--- config.mk ---
export PLATFORM = sky130hd
export DESIGN_NAME = packet_header_checksum_verifier_core
export DESIGN_NICKNAME = d
export VERILOG_FILES = /design/src/rtl/phcv_pkg.sv /design/src/rtl/packet_header_checksum_verifier_core.sv
export SDC_FILE = /design/constraint.sdc
export NUM_CORES = 1
export LEC_CHECK = 0
export BUFFER_PORTS_ARGS = -buffer_cell sky130_fd_sc_hd__buf_4
export CAP_MARGIN = 20
export CORE_ASPECT_RATIO = 0.9
export CORE_UTILIZATION = 55
export DETAILED_ROUTE_END_ITERATION = 12
export PLACE_DENSITY = 0.77
export RECOVER_POWER = 25
export SETUP_SLACK_MARGIN = 0.5
export SLEW_MARGIN = 20
export SYNTH_ARGS = -nofsm -noshare
export SYNTH_HDL_FRONTEND = slang
export SYNTH_SLANG_ARGS = --single-unit
--- constraint.sdc ---
create_clock -name aclk -period 6.7 [get_ports aclk]
set_input_delay 0.67 -clock aclk [delete_from_list [all_inputs] [get_ports aclk]]
set_output_delay 0.67 -clock aclk [all_outputs]
set_load 0.01 [all_outputs]
--- src/rtl/phcv_pkg.sv ---
// Package: constants, status codes and the FNV prime multiply for the packet checksum verifier.
package phcv_pkg;

    localparam int unsigned DATA_W   = 8;
    localparam int unsigned LEN_W    = 16;
    localparam int unsigned WORD_W   = 32;
    localparam int unsigned STATUS_W = 3;
    localparam int unsigned M_DATA_W = 104;

    localparam logic [WORD_W-1:0] MAGIC_VALUE  = 32'h4748_5354;
    localparam logic [WORD_W-1:0] HASH_PRIME   = 32'h0100_0193;
    localparam logic [WORD_W-1:0] FNV_BASIS    = 32'h811c_9dc5;
    localparam logic [DATA_W-1:0] ZEROED_BYTE  = 8'h00;
    localparam logic [LEN_W-1:0]  HEADER_BYTES = 16'd16;
    localparam logic [LEN_W-1:0]  POS_MAX      = 16'hFFFF;
    localparam logic [LEN_W-1:0]  MAX_RESET    = 16'd4096;

    typedef enum logic [STATUS_W-1:0] {
        ST_OK        = 3'd0,
        ST_BAD_MAGIC = 3'd1,
        ST_TOO_LONG  = 3'd2,
        ST_MISMATCH  = 3'd3,
        ST_TOO_SHORT = 3'd4
    } status_t;

    // Multiply by the FNV prime 0x01000193 as a sum of shifted copies.
    function automatic logic [WORD_W-1:0] fnv_mul(input logic [WORD_W-1:0] x);
        fnv_mul = x + (x << 1) + (x << 4) + (x << 7) + (x << 8) + (x << 24);
    endfunction

endpackage

--- src/rtl/packet_header_checksum_verifier_core.sv ---
// Top level: byte-stream FNV-1a checksum and header verifier with one verdict per packet.
// Verdict path: the accepted last byte passes the input register, then the result register.
// Throughput: one byte request per cycle bar verdict stalls; the FNV step (xor and a constant
//   multiply as shifts and adds) finishes between the input register and the state.
// A packet verdict waits in the result register while further bytes keep flowing.
// Reset: aresetn is synchronous, active low; it clears the pipeline and packet state
//   and sets the length limit to 4096 bytes.
module packet_header_checksum_verifier_core (
    input  logic                           aclk,
    input  logic                           aresetn,
    // configuration: largest accepted packet length in bytes
    input  logic                           cfg_we,
    input  logic [phcv_pkg::LEN_W-1:0]     cfg_wdata,
    // byte stream in
    input  logic                           s_tvalid,
    output logic                           s_tready,
    input  logic [phcv_pkg::DATA_W-1:0]    s_tdata,   // [7:0] data_byte
    input  logic                           s_tlast,   // last_byte
    // verdict out
    output logic                           m_tvalid,
    input  logic                           m_tready,
    output logic [phcv_pkg::M_DATA_W-1:0]  m_tdata    // [2:0] status, [34:3] seq_id,
                                                      // [66:35] batch_cnt,
                                                      // [98:67] computed_hash, rest zero
);
    import phcv_pkg::*;

    // Configuration
    logic [LEN_W-1:0]  max_bytes_reg;

    // Input register
    logic              in_valid_reg;
    logic [DATA_W-1:0] in_byte_reg;
    logic              in_last_reg;

    // Packet state
    logic [WORD_W-1:0] hash_reg,   hash_next;
    logic [LEN_W-1:0]  pos_reg,    pos_next;
    logic [WORD_W-1:0] magic_reg,  magic_next;
    logic [WORD_W-1:0] chk_reg,    chk_next;
    logic [WORD_W-1:0] seq_reg,    seq_next;
    logic [WORD_W-1:0] cnt_reg,    cnt_next;
    logic              over_reg,   over_next;

    // Result register
    logic              m_valid_reg;
    status_t           status_reg, status_next;
    logic [WORD_W-1:0] seq_out_reg, seq_out_next;
    logic [WORD_W-1:0] cnt_out_reg, cnt_out_next;
    logic [WORD_W-1:0] hash_out_reg;

    logic              in_consume;
    logic              out_load;

    // A byte leaves the input register unless it closes a packet and the verdict slot is full.
    assign out_load   = in_consume && in_last_reg;
    assign in_consume = in_valid_reg && (!in_last_reg || !m_valid_reg || m_tready);
    assign s_tready   = !in_valid_reg || in_consume;

    assign m_tvalid = m_valid_reg;
    assign m_tdata  = {5'b0, hash_out_reg, cnt_out_reg, seq_out_reg, status_reg};

    // Header capture, hash step, length check and verdict for the byte in the input register.
    always_comb begin
        logic [LEN_W:0]    count;
        logic              saturated;
        logic              in_header;
        logic [4:0]        sh;
        logic [WORD_W-1:0] lane_mask;
        logic [WORD_W-1:0] lane_val;
        logic [DATA_W-1:0] hash_byte;

        count     = {1'b0, pos_reg} + {{LEN_W{1'b0}}, 1'b1};
        saturated = (pos_reg == POS_MAX);
        in_header = (pos_reg[LEN_W-1:4] == '0);
        sh        = {pos_reg[1:0], 3'b000};
        lane_mask = ~({{(WORD_W-DATA_W){1'b0}}, 8'hFF} << sh);
        lane_val  = {{(WORD_W-DATA_W){1'b0}}, in_byte_reg} << sh;

        magic_next = magic_reg;
        chk_next   = chk_reg;
        seq_next   = seq_reg;
        cnt_next   = cnt_reg;
        if (in_header) begin
            unique case (pos_reg[3:2])
                2'd0:    magic_next = (magic_reg & lane_mask) | lane_val;
                2'd1:    chk_next   = (chk_reg   & lane_mask) | lane_val;
                2'd2:    seq_next   = (seq_reg   & lane_mask) | lane_val;
                default: cnt_next   = (cnt_reg   & lane_mask) | lane_val;
            endcase
        end

        // checksum bytes enter the hash as zero
        hash_byte = (in_header && pos_reg[3:2] == 2'd1) ? ZEROED_BYTE : in_byte_reg;
        hash_next = fnv_mul(hash_reg ^ {{(WORD_W-DATA_W){1'b0}}, hash_byte});

        over_next = over_reg || saturated || (count > {1'b0, max_bytes_reg});
        pos_next  = saturated ? POS_MAX : count[LEN_W-1:0];

        priority if (count < {1'b0, HEADER_BYTES}) begin
            status_next = ST_TOO_SHORT;
        end else if (magic_next != MAGIC_VALUE) begin
            status_next = ST_BAD_MAGIC;
        end else if (over_next) begin
            status_next = ST_TOO_LONG;
        end else if (hash_next != chk_next) begin
            status_next = ST_MISMATCH;
        end else begin
            status_next = ST_OK;
        end

        seq_out_next = (status_next == ST_TOO_SHORT) ? '0 : seq_next;
        cnt_out_next = (status_next == ST_TOO_SHORT) ? '0 : cnt_next;
    end

    // Configuration register
    always_ff @(posedge aclk) begin
        if (!aresetn) begin
            max_bytes_reg <= MAX_RESET;
        end else if (cfg_we) begin
            max_bytes_reg <= cfg_wdata;
        end
    end

    // Input register: hold the byte until the processing stage takes it.
    always_ff @(posedge aclk) begin
        if (!aresetn) begin
            in_valid_reg <= 1'b0;
        end else if (s_tready) begin
            in_valid_reg <= s_tvalid;
        end
    end

    always_ff @(posedge aclk) begin
        if (s_tready && s_tvalid) begin
            in_byte_reg <= s_tdata;
            in_last_reg <= s_tlast;
        end
    end

    // Packet state: advance on each byte, drop back to the start after the last one.
    always_ff @(posedge aclk) begin
        if (!aresetn || out_load) begin
            hash_reg  <= FNV_BASIS;
            pos_reg   <= '0;
            magic_reg <= '0;
            chk_reg   <= '0;
            seq_reg   <= '0;
            cnt_reg   <= '0;
            over_reg  <= 1'b0;
        end else if (in_consume) begin
            hash_reg  <= hash_next;
            pos_reg   <= pos_next;
            magic_reg <= magic_next;
            chk_reg   <= chk_next;
            seq_reg   <= seq_next;
            cnt_reg   <= cnt_next;
            over_reg  <= over_next;
        end
    end

    // Result register: load a verdict, hold it until taken.
    always_ff @(posedge aclk) begin
        if (!aresetn) begin
            m_valid_reg <= 1'b0;
        end else if (out_load) begin
            m_valid_reg <= 1'b1;
        end else if (m_tready) begin
            m_valid_reg <= 1'b0;
        end
    end

    always_ff @(posedge aclk) begin
        if (out_load) begin
            status_reg   <= status_next;
            seq_out_reg  <= seq_out_next;
            cnt_out_reg  <= cnt_out_next;
            hash_out_reg <= hash_next;
        end
    end

`ifndef SYNTHESIS
    // A closing byte always leaves the packet state at the start of a new packet.
    a_restart_after_last: assert property (@(posedge aclk) disable iff (!aresetn)
        out_load |=> (pos_reg == '0) && (hash_reg == FNV_BASIS) && !over_reg)
        else $error("packet state not cleared after last byte");

    // Each mid-packet byte moves the position on by exactly one until it saturates.
    a_pos_advance: assert property (@(posedge aclk) disable iff (!aresetn)
        (in_consume && !in_last_reg && pos_reg != POS_MAX)
            |=> pos_reg == $past(pos_reg) + 16'd1)
        else $error("byte position did not advance by one");

    // A short-packet verdict carries no header words.
    a_short_clears_fields: assert property (@(posedge aclk) disable iff (!aresetn)
        (m_valid_reg && status_reg == ST_TOO_SHORT) |-> (seq_out_reg == '0 && cnt_out_reg == '0))
        else $error("short packet reports header fields");

    // A waiting verdict is never overwritten by the next packet.
    a_no_overwrite: assert property (@(posedge aclk) disable iff (!aresetn)
        (m_valid_reg && !m_tready) |-> !out_load)
        else $error("verdict overwritten while waiting");
`endif

endmodule

==> flow_summary.toml, run 1 <==
[run_status]
status = "finished, violations left"
violations = "capacitance limit, slew limit"

[yosys]
yosysTopAreaCell = "dfxtp_1"
netlist_area_um2 = 17400
synth-edff-count = 108
synth_top_cell_area_share_pct = 22.4
synth_mux_area_share_pct = 0.983
yosysWarningCount = 0
ys_ff_latch = 303
async_flop_share_pct = 0
synth-simple-area-share_pct = 14.9
avgSynthCellArea_um2 = 9.33
synth_ff_type = "dfxtp_1"
synth_top_family_by_area = "compound AO/OA/AOI/OAI gates"
synth_compound_gate_area_share_pct = 17.5
seq_area_frac_synth_pct = 41.0
synthAdderAreaFrac_pct = 14.8
synth_cell_types = 66
synth_area_leaders = "dfxtp_1, edfxtp_1, a22oi_1"
syn_inst = 1869
synth_xor_xnor_area_share_pct = 4.17

[cts]
numClockSinks = 303
ctsRootBufferMaster = "clkbuf_16"
cts_made_buffers = 31
clk_path_buf_depth = 3
cts_tree = "done"
cts_max_level = 1
insertion_delay_ns = 0.58
clkTransAtPathRegs_ns = 0.07

[sta]
max_freq_ghz = 0.159
rsz0062_at_grt = "true"
finalHoldViolations = 0
fin_skew_ns = 0.0294
finalSetupViolCount = 0
tightest_slew_ns = 2.02
maxSlewViolCount = 34
period_share_pct = 93.6
setup_ws_ns = 0.429
max_slew_margin_pct = -34.8
fin_crit_ns = 6.27

[critical_path]
criticalPathCategory = "flop to flop"
arrival_ns = 6.57
crit_chain = "or4_4, nor3_4, nand2b_4, nand2_4, xnor2_4, fa_1, inv_1, fa_1, fa_1, inv_2, ha_4, nand4_1, nor3b_4, o21ai_4, nand2_2, xnor2_2, inv_2, a2111oi_4, nand4_1, or4_1, nor2_1, nor4b_4, a21oi_2"
max_stage_delay_ns = 0.60
startpoint_type = "flop"
worstPathMaxFanout = 6
end_kind = "flop"
worstPathRequired_ns = 7.00
cp_slowest_cell = "or4_4"
crit_top_cell = "fa_1"

[route]
avgRoutedWirePerCell_um = 19.9
met2_length_um = 22100
drc = 0
vias = 14600
firstDrtPassIters = 6
antenna_left = 0
wl_met1_um = 20400
vias_per_cell = 6.06
routed.top_layer = "met4"
wl_met3_um = 3890
drt_wl_total_um = 48000
drt_iter0_drc = 1369

[place]
dp.cells = 2335
globalplace.congestion = 0.962
port_buffers = 130
place_ws_ns = -0.173
hpwl_um = 34000

[min_path]
min_path_type = "primary input to flop"

[global_routing]
grt_first_pass_wirelength_um = 75400
gr-total-overflow = 0
grt_use_total_pct = 29.5
grt_pass1_vias = 14000
grt_max_degree = 89
grt_antenna_before_repair = 0

[finish]
register_area_um2 = 7150
multi_input_area_um2 = 9680
nets = 2165
finalNonFillerCells = 2411
n_fill_cell = 2489
drive_above_1_share_pct = 13.9
area_delta_synth_final_pct = 16.3
diodes = 0

[floorplanning]
ios = 136
die_w_um = 190
row_count = 61
dieArea_um2 = 32400
die_y_um = 171
fp.coreArea_um2 = 31100
start_util_pct = 56.1

[run]
cap_viol_max_count = 1
==> placed cells by master, fill, tap and decap left out, types with 6 or more instances in the layout <==
cell type	synthesis	routed
a31oi_1	12	12
and2_1	16	15
a21oi_1	58	50
nor2_1	238	235
xor2_1	23	20
and3_1	33	32
nor3_1	20	17
a211oi_1	12	9
xnor2_1	60	49
fa_1	80	79
nor4_1	10	6
clkbuf_4	0	9
ha_1	78	69
nand2b_1	10	7
a21o_1	11	11
mux2i_1	16	16
xnor2_2	0	9
a32oi_1	8	8
a22oi_1	222	222
buf_4	5	130
ha_4	0	7
o22ai_1	7	7
clkbuf_1	122	73
o21ai_0	38	30
nor2b_1	23	22
nand2_1	142	136
a21oi_2	0	7
o21ai_1	2	6
nand3_1	32	30
inv_1	172	167
o21a_1	6	6
clkbuf_16	0	31
nand2_2	2	6
edfxtp_1	108	108
dfxtp_1	195	194
nand4_1	16	16
o211ai_1	14	14
==> cell type report <==
cell class                      instances  share of cell area (%)
Clock inverter                         17                   0.790
Multi-Input combinational cell       1265                    47.7
Tap cell                              409                    2.52
Clock buffer                           41                    4.06
Inverter                              172                    3.18
Sequential cell                       303                    35.3
Timing Repair Buffer                  204                    6.43
==> per-stage QoR <==
| step | instance area [µm²] | util, % | setup TNS [ns] | hold slack [ns] |
|---|---|---|---|---|
| floorplan | 17500 | - | 0 | 0.436 |
| global placement | 18900 | 60.9 | 0 | 0.445 |
| detailed placement | 18900 | 60.9 | -0.318 | 0.449 |
| CTS | 20200 | 65.0 | 0 | 0.251 |
| global route | 20300 | 65.3 | 0 | 0.278 |
| finish | 20300 | 65.3 | 0 | 0.293 |
==> path summary, 6_finish.rpt <==
check / slack (ns) / endpoint / from / cells after the start
worst max-delay path: 0.43 / status_reg[1]$_DFFE_PP_ / pos_reg[15]$_SDFFE_PP0P_ / 23
worst min-delay path: 0.29 / in_byte_reg[7]$_DFFE_PP_ / s_tdata[7] / 1
worst max register to register: 0.43 / status_reg[1]$_DFFE_PP_ / pos_reg[15]$_SDFFE_PP0P_ / 23
worst min register to register: 0.46 / hash_reg[28]$_SDFFE_PP0P_ / hash_reg[28]$_SDFFE_PP0P_ / 2
==> cells by family (layout without fill, tap and decap cells) <==
kind of cell	after synthesis	count (layout)
AOI/OAI and AO/OA	433	433
xor gates and xnor gates	83	83
adders and majority gates	158	158
buffers and inverters	306	434
DFF	303	303
muxes	17	17
other	1	5
and+or+nand+nor	568	569
==> cell usage after synthesis (33+ instances only) <==
| library cell | instances |
|---|---|
| fa_1 | 80 |
| dfxtp_1 | 195 |
| and3_1 | 33 |
| a22oi_1 | 222 |
| inv_1 | 172 |
| nand2_1 | 142 |
| o21ai_0 | 38 |
| a21oi_1 | 58 |
| ha_1 | 78 |
| edfxtp_1 | 108 |
| nor2_1 | 238 |
| clkbuf_1 | 122 |
| xnor2_1 | 60 |
==> worst max-delay path, delay by kind of cell, from the launching register on <==
kind                     cells  cell delay, ns
adder cells (fa/ha/maj)      4            1.83
flip-flops                   1            0.33
XOR/XNOR                     2            0.24
AND/OR/NAND/NOR             11            2.86
buffers and inverters        3            0.17
AO/OA/AOI/OAI                3            0.56
==> layer usage <==
layer,vias up,global-route usage [%]
met1,7066,40.9
met4,0,9.29
li1,6758,-
met3,112,4.02
met2,670,47.7
met5,-,0
==> what timing repair did <==
action                     in CTS  in global routing
hold buffers                    0                  0
buffers inserted                6                 11
gates resized for setup        43                 52
pin swaps                       9                 28
setup endpoints to repair       7                  2
gates cloned                    1                  0
Power of run 1 is left out: the tool's default activity adds up to more than one toggle a clock period on the data nets, which glitch-free logic cannot reach.
==> run 2: changes to the inputs <==
--- a/config.mk
+++ b/config.mk
@@ -7,7 +7,7 @@
 export LEC_CHECK = 0
 export BUFFER_PORTS_ARGS = -buffer_cell sky130_fd_sc_hd__buf_4
 export CAP_MARGIN = 20
-export CORE_ASPECT_RATIO = 0.9
+export CORE_ASPECT_RATIO = 1.1
 export CORE_UTILIZATION = 55
 export DETAILED_ROUTE_END_ITERATION = 12
 export PLACE_DENSITY = 0.77
==> run 2 against run 1 <==
The flow still finishes with violations (capacitance limit, slew limit). Clock-buffer cell count rose by 1. Utilization rose by 0.35 points. Clock skew fell by 0.013 ns. Via count fell by 0.31%. Register-to-register slack improved by 0.11 ns. Non-clock buffer count rose by 2. Design area rose by 1.3%. Critical path type unchanged.
==> flow_summary.toml, run 2 (same netlist as run 1, synthesis figures left out) <==
[cts]
cts_max_level = 2
clk_path_buf_depth = 3
numClockSinks = 303
postCtsHoldBufs = 0
cts_tree = "done"
clkTransAtPathRegs_ns = 0.07
cts_made_buffers = 34
insertion_delay_ns = 0.52
ctsRootBufferMaster = "clkbuf_16"

[finish]
finalNonFillerCells = 2425
final_cell_mix = "nor2_1, a22oi_1, dfxtp_1"
diodes = 0
final_area_um2 = 20500
area_delta_synth_final_pct = 17.8
nets = 2169
final_common_cell = "nor2_1"
drive_above_1_share_pct = 14.9
final_util_pct = 65.6

[sta]
rsz0062_at_grt = "true"
maxSlewViolCount = 34
finalSetupViolCount = 0
setup_tns_ns = 0
fin_crit_ns = 6.16
max_slew_margin_pct = -20.3
max_freq_ghz = 0.162
finalHoldViolations = 0
period_share_pct = 92.0
fin_skew_ns = 0.0168
tightest_slew_ns = 1.80

[critical_path]
arrival_ns = 6.42
startpoint_type = "flop"
cp_top_family = "compound AO/OA/AOI/OAI gates"
crit-reg2reg-launch = "pos_reg[14]$_SDFFE_PP0P_"
critPathLaunch = "pos_reg[14]$_SDFFE_PP0P_"
crit_chain = "or4_4, buf_6, o41ai_4, xnor2_2, xor2_1, ha_2, a21o_1, fa_1, inv_2, fa_1, inv_2, ha_4, o211ai_1, a21oi_4, buf_12, o21ai_4, nor3b_1, a211oi_2, xor2_1, o2111ai_2, or4_4, nor2_2, nor4b_4, a21oi_1"
critPathBufInv = 4
worst-path-stages = 24
worstPathMaxFanout = 5
max_stage_delay_ns = 0.57
criticalPathCategory = "flop to flop"
cp_slowest_cell = "or4_4"
worstPathRequired_ns = 6.96
reg2reg_depth = 24
end_kind = "flop"

[floorplanning]
start_util_pct = 55.7
fp.coreArea_um2 = 31300
row_count = 68
ios = 136
dieArea_um2 = 32400
die_w_um = 172
die_y_um = 189

[global_routing]
grt_max_degree = 100
gr-total-overflow = 0
grt_use_total_pct = 29.9
grt_pass1_vias = 14200
grt_first_pass_wirelength_um = 75500
grt_antenna_before_repair = 0

[run]
cap_viol_max_count = 1

[min_path]
min_path_cells = 1
hp-start = "s_tlast"
min_path_type = "primary input to flop"

[route]
drt_iter0_drc = 1454
drc = 0
antenna_left = 0
vias_per_cell = 6.00
avgRoutedWirePerCell_um = 19.9
firstDrtPassIters = 6
vias = 14600
drt_wl_total_um = 48100

[place]
port_buffers = 130
globalplace.congestion = 0.966
hpwl_um = 34400
postPlaceCellArea_um2 = 18900
dp.cells = 2344

[run_status]
status = "finished, violations left"
violations = "capacitance limit, slew limit"
[run 2: stage by stage]
stage	hold WS, ns	worst slack, ns
after global routing	0.330	0.375
after floorplan	0.436	0.521
after global placement	0.444	0.145
after CTS	0.302	0.479
final	0.340	0.538
after detailed placement	0.446	-0.0169
[run 2: worst paths after layout]
check	endpoint	slack [ns]
setup reg to reg	status_reg[1]$_DFFE_PP_	0.54
hold / removal	in_last_reg$_DFFE_PP_	0.34
setup / recovery	status_reg[1]$_DFFE_PP_	0.54
hold reg to reg	hash_reg[29]$_SDFFE_PP0P_	0.45
[run 2: per-layer routing]
metal | wire length [µm] | up-vias | track usage [%]
met5 | 0 | - | 0
met4 | 2030 | 0 | 13.0
met3 | 3000 | 127 | 4.49
met2 | 23600 | 624 | 50.6
met1 | 19500 | 7064 | 37.5
li1 | - | 6745 | -
[run 2: timing repair]
item,CTS,global route
gates cloned,0,0
pin swaps,14,32
resized for setup,43,72
endpoints found under the setup margin,6,2
buffers inserted,10,11
[run 2: area by class of cell]
class                      instances  area (µm²)
fill                            2545       10800
multi-input combinational       1264        9720
sequential                       303        7160
timing repair buffer             206        1320
clock buffer                      42         922
inverter                         172         646
tap                              420         526
clock inverter                    18         248
Power of run 2 is left out for the same reason.
